<file path="src/fst_pkg.sv">
// ----------------------------------------------------------------------------
// fst_pkg
// Shared types and constants of the frame / SNAC / block parser.
// ----------------------------------------------------------------------------
package fst_pkg;

  localparam int QueueDepth = 2;
  localparam int QueuePtrW  = $clog2(QueueDepth);
  localparam int QueueCntW  = $clog2(QueueDepth + 1);

  typedef enum logic [1:0] {
    KIND_HEADER = 2'd0,
    KIND_SNAC   = 2'd1,
    KIND_VALUE  = 2'd2
  } kind_t;

  typedef enum logic [4:0] {
    PH_HEADER    = 5'b00001,
    PH_SNAC      = 5'b00010,
    PH_BLOCK_HDR = 5'b00100,
    PH_VALUE     = 5'b01000,
    PH_DROP      = 5'b10000
  } phase_t;

  typedef struct packed {
    logic [1:0]  kind;
    logic [7:0]  marker_byte;
    logic [7:0]  channel;
    logic [15:0] sequence_res;
    logic [15:0] frame_length;
    logic [15:0] snac_family;
    logic [15:0] snac_subtype;
    logic [15:0] snac_flags;
    logic [31:0] request_id;
    logic [15:0] block_type;
    logic [7:0]  value_byte;
    logic        last_of_block;
  } result_t;

endpackage

</file>
<file path="src/fst_byte_if.sv">
// ----------------------------------------------------------------------------
// fst_byte_if / fst_result_if
// Valid/ready channels of the parser: input bytes and result items.
// ----------------------------------------------------------------------------
interface fst_byte_if;
  logic       valid;
  logic       ready;
  logic [7:0] in_byte;
  modport source (output valid, output in_byte, input ready);
  modport sink   (input valid, input in_byte, output ready);
endinterface

interface fst_result_if;
  logic        valid;
  logic        ready;
  logic [1:0]  kind;
  logic [7:0]  marker_byte;
  logic [7:0]  channel;
  logic [15:0] sequence_res;
  logic [15:0] frame_length;
  logic [15:0] snac_family;
  logic [15:0] snac_subtype;
  logic [15:0] snac_flags;
  logic [31:0] request_id;
  logic [15:0] block_type;
  logic [7:0]  value_byte;
  logic        last_of_block;
  modport source (output valid, output kind, output marker_byte, output channel,
                  output sequence_res, output frame_length, output snac_family,
                  output snac_subtype, output snac_flags, output request_id,
                  output block_type, output value_byte, output last_of_block,
                  input ready);
  modport sink   (input valid, input kind, input marker_byte, input channel,
                  input sequence_res, input frame_length, input snac_family,
                  input snac_subtype, input snac_flags, input request_id,
                  input block_type, input value_byte, input last_of_block,
                  output ready);
endinterface

</file>
<file path="src/fst_front.sv">
// ----------------------------------------------------------------------------
// fst_front
// Byte parser: tracks frame, SNAC and block state and builds result requests.
// ----------------------------------------------------------------------------
module fst_front
  import fst_pkg::*;
(
  input  logic        clk,
  input  logic        rst,
  input  logic [31:0] connect_marker,
  input  logic        in_valid,
  input  logic [7:0]  in_byte,
  output logic        in_ready,
  input  logic        q_ready,
  output logic        res_valid,
  output result_t     res
);

  phase_t      phase, phase_next;
  logic [3:0]  field_count, field_count_next;
  logic [47:0] header_regs, header_regs_next;
  logic [15:0] payload_left, payload_left_next, pl_dec;
  logic [47:0] snac_regs, snac_regs_next, keep;
  logic [31:0] id_reg, id_reg_next;
  logic [15:0] cur_type, cur_type_next;
  logic [15:0] block_left, block_left_next, bl_dec;
  logic [4:0]  n;
  logic        emit;
  kind_t       kind;
  logic        last;
  logic        fire;

  assign in_ready = q_ready;
  assign fire     = in_valid && in_ready;
  assign pl_dec   = payload_left - 16'd1;
  assign bl_dec   = block_left - 16'd1;

  // next-state logic, one byte per request
  always_comb begin
    phase_next       = phase;
    field_count_next = field_count;
    header_regs_next = header_regs;
    payload_left_next = payload_left;
    snac_regs_next   = snac_regs;
    id_reg_next      = id_reg;
    cur_type_next    = cur_type;
    block_left_next  = block_left;
    emit = 1'b0;
    kind = KIND_HEADER;
    last = 1'b0;
    n    = {1'b0, field_count} + 5'd1;
    keep = '0;
    unique case (phase)
      PH_SNAC: begin
        payload_left_next = pl_dec;
        if (field_count < 4'd6)
          snac_regs_next[8*(5-field_count[2:0]) +: 8] = in_byte;
        else if (field_count < 4'd10)
          id_reg_next[8*(9-field_count) +: 8] = in_byte;
        if (n == 5'd4 && snac_regs_next[47:16] == connect_marker) begin
          snac_regs_next   = '0;
          id_reg_next      = '0;
          field_count_next = '0;
          phase_next = (pl_dec != 16'd0) ? PH_BLOCK_HDR : PH_HEADER;
        end else if (n >= 5'd10 || pl_dec == 16'd0) begin
          if (n >= 5'd2) keep[47:32] = 16'hFFFF;
          if (n >= 5'd4) keep[31:16] = 16'hFFFF;
          if (n >= 5'd5) keep[15:8]  = 8'hFF;
          if (n >= 5'd6) keep[7:0]   = 8'hFF;
          snac_regs_next = snac_regs_next & keep;
          if (n < 5'd10) id_reg_next = '0;
          field_count_next = '0;
          phase_next = (pl_dec != 16'd0) ? PH_BLOCK_HDR : PH_HEADER;
          emit = 1'b1;
          kind = KIND_SNAC;
        end else begin
          field_count_next = n[3:0];
        end
      end
      PH_BLOCK_HDR: begin
        payload_left_next = pl_dec;
        if (field_count == 4'd0 && pl_dec < 16'd3) begin
          phase_next = (pl_dec != 16'd0) ? PH_DROP : PH_HEADER;
        end else begin
          if (field_count < 4'd2) cur_type_next = {cur_type[7:0], in_byte};
          else block_left_next = {block_left[7:0], in_byte};
          if (pl_dec == 16'd0) begin
            field_count_next = '0;
            phase_next = PH_HEADER;
          end else if (n >= 5'd4) begin
            field_count_next = '0;
            phase_next = (block_left_next != 16'd0) ? PH_VALUE : PH_BLOCK_HDR;
          end else begin
            field_count_next = n[3:0];
          end
        end
      end
      PH_VALUE: begin
        payload_left_next = pl_dec;
        block_left_next   = bl_dec;
        last = (bl_dec == 16'd0) || (pl_dec == 16'd0);
        emit = 1'b1;
        kind = KIND_VALUE;
        field_count_next = '0;
        if (pl_dec == 16'd0) phase_next = PH_HEADER;
        else if (bl_dec == 16'd0) phase_next = PH_BLOCK_HDR;
      end
      PH_DROP: begin
        payload_left_next = pl_dec;
        if (pl_dec == 16'd0) begin
          field_count_next = '0;
          phase_next = PH_HEADER;
        end
      end
      default: begin
        header_regs_next = {header_regs[39:0], in_byte};
        if (n < 5'd6) begin
          field_count_next = n[3:0];
          phase_next = PH_HEADER;
        end else begin
          field_count_next  = '0;
          payload_left_next = header_regs_next[15:0];
          snac_regs_next    = '0;
          id_reg_next       = '0;
          phase_next = (header_regs_next[15:0] != 16'd0) ? PH_SNAC : PH_HEADER;
          emit = 1'b1;
        end
      end
    endcase
  end

  // result request built from the updated state
  always_comb begin
    res.kind          = kind;
    res.marker_byte   = header_regs_next[47:40];
    res.channel       = header_regs_next[39:32];
    res.sequence_res  = header_regs_next[31:16];
    res.frame_length  = header_regs_next[15:0];
    res.snac_family   = snac_regs_next[47:32];
    res.snac_subtype  = snac_regs_next[31:16];
    res.snac_flags    = snac_regs_next[15:0];
    res.request_id    = id_reg_next;
    res.block_type    = (kind == KIND_VALUE) ? cur_type : 16'd0;
    res.value_byte    = (kind == KIND_VALUE) ? in_byte : 8'd0;
    res.last_of_block = last;
  end
  assign res_valid = fire && emit;

  // state registers
  always_ff @(posedge clk) begin
    if (rst) begin
      phase        <= PH_HEADER;
      field_count  <= '0;
      header_regs  <= '0;
      payload_left <= '0;
      snac_regs    <= '0;
      id_reg       <= '0;
      cur_type     <= '0;
      block_left   <= '0;
    end else if (fire) begin
      phase        <= phase_next;
      field_count  <= field_count_next;
      header_regs  <= header_regs_next;
      payload_left <= payload_left_next;
      snac_regs    <= snac_regs_next;
      id_reg       <= id_reg_next;
      cur_type     <= cur_type_next;
      block_left   <= block_left_next;
    end
  end

endmodule

</file>
<file path="src/fst_queue.sv">
// ----------------------------------------------------------------------------
// fst_queue
// Short result queue between parser and output channel.
// ----------------------------------------------------------------------------
module fst_queue
  import fst_pkg::*;
(
  input  logic    clk,
  input  logic    rst,
  input  logic    wr_en,
  input  result_t wr_data,
  output logic    space,
  output logic    rd_valid,
  input  logic    rd_en,
  output result_t rd_data
);

  result_t              mem [QueueDepth];
  logic [QueuePtrW-1:0] wp, rp;
  logic [QueueCntW-1:0] count;

  assign space    = (count != QueueCntW'(QueueDepth)) || rd_en;
  assign rd_valid = (count != '0);
  assign rd_data  = mem[rp];

  // storage
  always_ff @(posedge clk) begin
    if (wr_en) mem[wp] <= wr_data;
  end

  // pointers and fill count
  always_ff @(posedge clk) begin
    if (rst) begin
      wp <= '0;
      rp <= '0;
      count <= '0;
    end else begin
      if (wr_en) wp <= (wp == QueuePtrW'(QueueDepth - 1)) ? '0 : wp + 1'b1;
      if (rd_en) rp <= (rp == QueuePtrW'(QueueDepth - 1)) ? '0 : rp + 1'b1;
      count <= count + QueueCntW'(wr_en) - QueueCntW'(rd_en);
    end
  end

endmodule

</file>
<file path="src/flap_snac_tlv_parser.sv">
// ----------------------------------------------------------------------------
// flap_snac_tlv_parser
// Frame header, SNAC header and value block parser for a byte stream.
// ----------------------------------------------------------------------------
// One byte is taken every cycle while the input is not stalled; the parser
// state updates in the same cycle and any result request enters a two-entry
// queue, from which it leaves once the output takes it. Input stalls only
// while that queue is full and the output is not taken.
module flap_snac_tlv_parser
  import fst_pkg::*;
(
  input  logic        clk,
  input  logic        rst,
  input  logic        cfg_we,
  input  logic [31:0] cfg_wdata,
  fst_byte_if.sink    in_ch,
  fst_result_if.source out_ch
);

  logic [31:0] connect_marker;
  logic        q_space, res_valid, rd_valid;
  result_t     res, rd_data;

  // connect marker register
  always_ff @(posedge clk) begin
    if (rst) connect_marker <= 32'd1;
    else if (cfg_we) connect_marker <= cfg_wdata;
  end

  fst_front u_front (
    .clk, .rst, .connect_marker,
    .in_valid(in_ch.valid), .in_byte(in_ch.in_byte), .in_ready(in_ch.ready),
    .q_ready(q_space), .res_valid, .res
  );

  fst_queue u_queue (
    .clk, .rst, .wr_en(res_valid), .wr_data(res), .space(q_space),
    .rd_valid, .rd_en(rd_valid && out_ch.ready), .rd_data
  );

  // output channel
  assign out_ch.valid         = rd_valid;
  assign out_ch.kind          = rd_data.kind;
  assign out_ch.marker_byte   = rd_data.marker_byte;
  assign out_ch.channel       = rd_data.channel;
  assign out_ch.sequence_res  = rd_data.sequence_res;
  assign out_ch.frame_length  = rd_data.frame_length;
  assign out_ch.snac_family   = rd_data.snac_family;
  assign out_ch.snac_subtype  = rd_data.snac_subtype;
  assign out_ch.snac_flags    = rd_data.snac_flags;
  assign out_ch.request_id    = rd_data.request_id;
  assign out_ch.block_type    = rd_data.block_type;
  assign out_ch.value_byte    = rd_data.value_byte;
  assign out_ch.last_of_block = rd_data.last_of_block;

endmodule

</file>
<file path="src/flat_wrapper.sv">
// flat-port wrapper written by rule: the top's interface ports become plain ports
module flap_snac_tlv_parser_flat import fst_pkg::*;
  (clk, rst, cfg_we, cfg_wdata, in_ch_valid, in_ch_in_byte, in_ch_ready, out_ch_valid, out_ch_kind, out_ch_marker_byte, out_ch_channel, out_ch_sequence_res, out_ch_frame_length, out_ch_snac_family, out_ch_snac_subtype, out_ch_snac_flags, out_ch_request_id, out_ch_block_type, out_ch_value_byte, out_ch_last_of_block, out_ch_ready);
  fst_byte_if in_ch_i ();
  fst_result_if out_ch_i ();
  input  logic clk;
  input  logic rst;
  input  logic cfg_we;
  input  logic [31:0] cfg_wdata;
  input wire logic [$bits(in_ch_i.valid)-1:0] in_ch_valid;
  input wire logic [$bits(in_ch_i.in_byte)-1:0] in_ch_in_byte;
  output wire logic [$bits(in_ch_i.ready)-1:0] in_ch_ready;
  output wire logic [$bits(out_ch_i.valid)-1:0] out_ch_valid;
  output wire logic [$bits(out_ch_i.kind)-1:0] out_ch_kind;
  output wire logic [$bits(out_ch_i.marker_byte)-1:0] out_ch_marker_byte;
  output wire logic [$bits(out_ch_i.channel)-1:0] out_ch_channel;
  output wire logic [$bits(out_ch_i.sequence_res)-1:0] out_ch_sequence_res;
  output wire logic [$bits(out_ch_i.frame_length)-1:0] out_ch_frame_length;
  output wire logic [$bits(out_ch_i.snac_family)-1:0] out_ch_snac_family;
  output wire logic [$bits(out_ch_i.snac_subtype)-1:0] out_ch_snac_subtype;
  output wire logic [$bits(out_ch_i.snac_flags)-1:0] out_ch_snac_flags;
  output wire logic [$bits(out_ch_i.request_id)-1:0] out_ch_request_id;
  output wire logic [$bits(out_ch_i.block_type)-1:0] out_ch_block_type;
  output wire logic [$bits(out_ch_i.value_byte)-1:0] out_ch_value_byte;
  output wire logic [$bits(out_ch_i.last_of_block)-1:0] out_ch_last_of_block;
  input wire logic [$bits(out_ch_i.ready)-1:0] out_ch_ready;
  assign in_ch_i.valid = in_ch_valid;
  assign in_ch_i.in_byte = in_ch_in_byte;
  assign in_ch_ready = in_ch_i.ready;
  assign out_ch_valid = out_ch_i.valid;
  assign out_ch_kind = out_ch_i.kind;
  assign out_ch_marker_byte = out_ch_i.marker_byte;
  assign out_ch_channel = out_ch_i.channel;
  assign out_ch_sequence_res = out_ch_i.sequence_res;
  assign out_ch_frame_length = out_ch_i.frame_length;
  assign out_ch_snac_family = out_ch_i.snac_family;
  assign out_ch_snac_subtype = out_ch_i.snac_subtype;
  assign out_ch_snac_flags = out_ch_i.snac_flags;
  assign out_ch_request_id = out_ch_i.request_id;
  assign out_ch_block_type = out_ch_i.block_type;
  assign out_ch_value_byte = out_ch_i.value_byte;
  assign out_ch_last_of_block = out_ch_i.last_of_block;
  assign out_ch_i.ready = out_ch_ready;
  flap_snac_tlv_parser u_core (.clk(clk), .rst(rst), .cfg_we(cfg_we), .cfg_wdata(cfg_wdata), .in_ch(in_ch_i), .out_ch(out_ch_i));
endmodule
</file>
<file path="config.mk">
export PLATFORM = sky130hd
export DESIGN_NAME = flap_snac_tlv_parser_flat
export DESIGN_NICKNAME = d
export VERILOG_FILES = /design/src/fst_pkg.sv /design/src/fst_byte_if.sv /design/src/fst_front.sv /design/src/fst_queue.sv /design/src/flap_snac_tlv_parser.sv /design/src/flat_wrapper.sv
export SDC_FILE = /design/constraint.sdc
export NUM_CORES = 1
export LEC_CHECK = 0
export ABC_AREA = 1
export BUFFER_PORTS_ARGS = -buffer_cell sky130_fd_sc_hd__buf_2
export CAP_MARGIN = 20
export CORE_ASPECT_RATIO = 0.75
export CORE_MARGIN = 1.5
export CORE_UTILIZATION = 53
export CTS_BUF_LIST = sky130_fd_sc_hd__clkbuf_4
export CTS_CLUSTER_DIAMETER = 100
export CTS_CLUSTER_SIZE = 12
export DETAILED_ROUTE_END_ITERATION = 6
export GPL_ROUTABILITY_DRIVEN = 0
export PLACE_DENSITY_LB_ADDON = 0.25
export SYNTH_ARGS = -nofsm -noshare
export SYNTH_HDL_FRONTEND = slang
export SYNTH_SLANG_ARGS = --single-unit
</file>
<file path="constraint.sdc">
create_clock -name clk -period 10.1 [get_ports clk]
set_input_delay 0.505 -clock clk [delete_from_list [all_inputs] [get_ports clk]]
set_output_delay 0.505 -clock clk [all_outputs]
set_load 0.01 [all_outputs]
</file>
==> impl_metrics.tcl <==
set metrics [dict create \
    synth-async-reset-ratio_pct 0 \
    grt_overflow 0 \
    synth_most_common_cell "nand2_1" \
    synth_nets 3096 \
    p_per_area_nw_per_um2 228 \
    ys_ff_latch 532 \
    outcome "complete, no violations" \
    reg_top3 "u_core.u_queue.mem x310, u_core.u_front.header_regs x48, u_core.u_front.snac_regs x48" \
    clkTransAtPathRegs_ps 140 \
    syn_avg_cell_area_sq_um 8.65 \
    synth_commonest_cells "nand2_1, inv_1, edfxtp_1" \
    hold_viol_final 0 \
    synthCells 3022 \
    synth_top_area_share_pct 35.6 \
    slew_headroom_pct 25.4 \
    synth_top_area_cell "edfxtp_1" \
    ys_seq_area_share_pct 52.6 \
    fin_crit_sh_pct 63.7 \
    largest_reg_flops 310 \
    initial_core_util_pct 53.7 \
    track_usage_pct 26.4 \
    synth-edff-count 310 \
    post-place-ws_ps 3870 \
    synth_cell_types 45 \
    pin_count 202 \
    drt_wl_total_um 68300 \
    worstSetupEndpointType "register" \
    synthTopCellsByArea "edfxtp_1, dfxtp_1, nand2_1, mux2_2, inv_1" \
    final_antenna_net_count 0 \
    cap_violations 0 \
    cp.arrival_ps 6900 \
    root_buffer "clkbuf_4" \
    die_y_um 195 \
    io_buffers 201 \
    num_rows 70 \
    finalSetupTns_ps 0 \
    cts_buffer_depth 3 \
    area_growth_pct 9.00 \
    hpwl_um 45700 \
    vdd_drop_max_mv 0.109 \
    drc 0 \
    setup_viol 0 \
    crit_type "register to register" \
    dp_cells 3738 \
    setup_ws_ps 3660 \
    top_register "u_core.u_queue.mem" \
    final.min_clock_period_ps 6440 \
    max_freq_mhz 155 \
    ys.flop_type "edfxtp_1" \
    drt_iter0_markers 2444 \
    drive_gt1_share_pct 16.5 \
    start_kind "register" \
    crit_fanout 85 \
    htree_levels 2 \
    grt_max_degree 156 \
    slew_viol_final 0 \
    insertion_delay_ps 860 \
    ys_warn_count 0 \
    clock_sinks 532 \
    rsz0062_at_grt "false" \
    dieArea_sq_um 50700 \
    critPathRequiredTime_ps 10560 \
    power_leakage_nw 12.6 \
    hold-worst-slack_ps 64.4 \
    grt_pass1_wl_um 107000 \
    die_w_um 259 \
    cts_made_buffers 50 \
    vias 21400 \
    layout.cells.non_filler 3864 \
    grt_pass1_vias 19600 \
    cts_tree "done" \
    finClkSkew_ps 50.2 \
    vias_per_cell 5.54 \
    antenna_found_initial 1 \
    cts_resized 0 \
    firstDrtPassIters 6 \
    worstHoldPathType "input port to register" \
    core_sq_um 48700 \
    tightest_slew_ps 1120 \
    syn_area_sq_um 26200 \
    fin_util_pct 58.5 \
    fin_nets 3248 \
    routedWlPerCell_um 17.7 \
]
-- cell type report --
class	count	area, sq um
fill	4317	20200
sequential	532	13800
multi-input combinational	1934	10200
inverter	408	1540
timing repair buffer	248	1450
tap	648	811
clock buffer	88	661
clock inverter	4	46.3
antenna	2	5.00
-- worst paths after layout --
| check | startpoint | end | slack, ps | cells past startpoint |
|---|---|---|---|---|
| max | u_core.u_front.field_count[0] | u_core.u_queue.mem[1][109] | 3660 | 18 |
| min | cfg_we | u_core.connect_marker[20] | 60 | 3 |
| max reg2reg | u_core.u_front.field_count[0] | u_core.u_queue.mem[1][109] | 3660 | 18 |
| min reg2reg | u_core.u_queue.rp | register | 450 | 1 |
-- per-stage QoR --
stage / cell area (sq um) / power (mW)
2_1_floorplan: 26200 / 4.66
3_3_place_gp: 27500 / 5.31
3_5_place_dp: 27500 / 5.38
4_1_cts: 28500 / 6.51
5_1_grt: 28500 / 6.92
6_report: 28500 / 6.51
-- timing repair --
action,CTS,global route
endpoints found under the setup margin,0,0
hold buffers,32,0
hold endpoints to repair,30,0
setup buffers,0,0
-- cell families (layout without fill, tap and decap cells) --
group                      count (synthesis)  count (layout)  synth area share [%]
muxes                                    160             160                  6.89
buffers and inverters                    556             748                  8.37
DFF                                      532             532                  52.6
other                                      0               2                     0
xor gates and xnor gates                  22              22                 0.766
AOI/OAI and AO/OA                        465             465                  9.37
and+or+nand+nor                         1258            1258                  20.6
adders and majority gates                 29              29                  1.42
-- worst max-delay path: stages, from the launching register on --
cell,delay [ps]
dfxtp_1,650
ha_1,420
fa_1,540
nor2_1,660
nand3_1,290
nor2_4,430
nand2_2,240
nand2_1,140
o21ai_1,90
nand2_1,70
nand2_1,90
nand3_1,120
nor2_2,50
nand3_2,80
nand3_1,120
nand2_1,140
nand3_1,170
inv_6,610
buf_4,830
-- per-layer routing --
metal,wire (um),global-route usage (%)
met1,30500,40.1
met2,29500,38.9
met3,6420,3.93
met4,1810,8.03
met5,0,0
-- report_power, final --
| part | total, mW | switching, mW | leakage, nW | internal [mW] |
|---|---|---|---|---|
| Sequential | 2.81 | 0.154 | 4.64 | 2.65 |
| Clock | 1.12 | 0.708 | 0.432 | 0.415 |
| Combinational | 2.58 | 1.72 | 7.48 | 0.865 |
-- cell usage in the layout, fill, tap and decap left out, types with 28 or more instances in the layout --
cell           count
mux2_2           160
dlygate4sd3_1     32
a21oi_1          172
nor2_1           303
dfxtp_1          221
a211oi_1          29
nand3_1          199
buf_2            200
edfxtp_1         310
inv_1            400
clkbuf_4          88
o21ai_0          229
nand2_1          629
ha_1              28
nand4_1           36
Power figures use the tool's default switching activity.
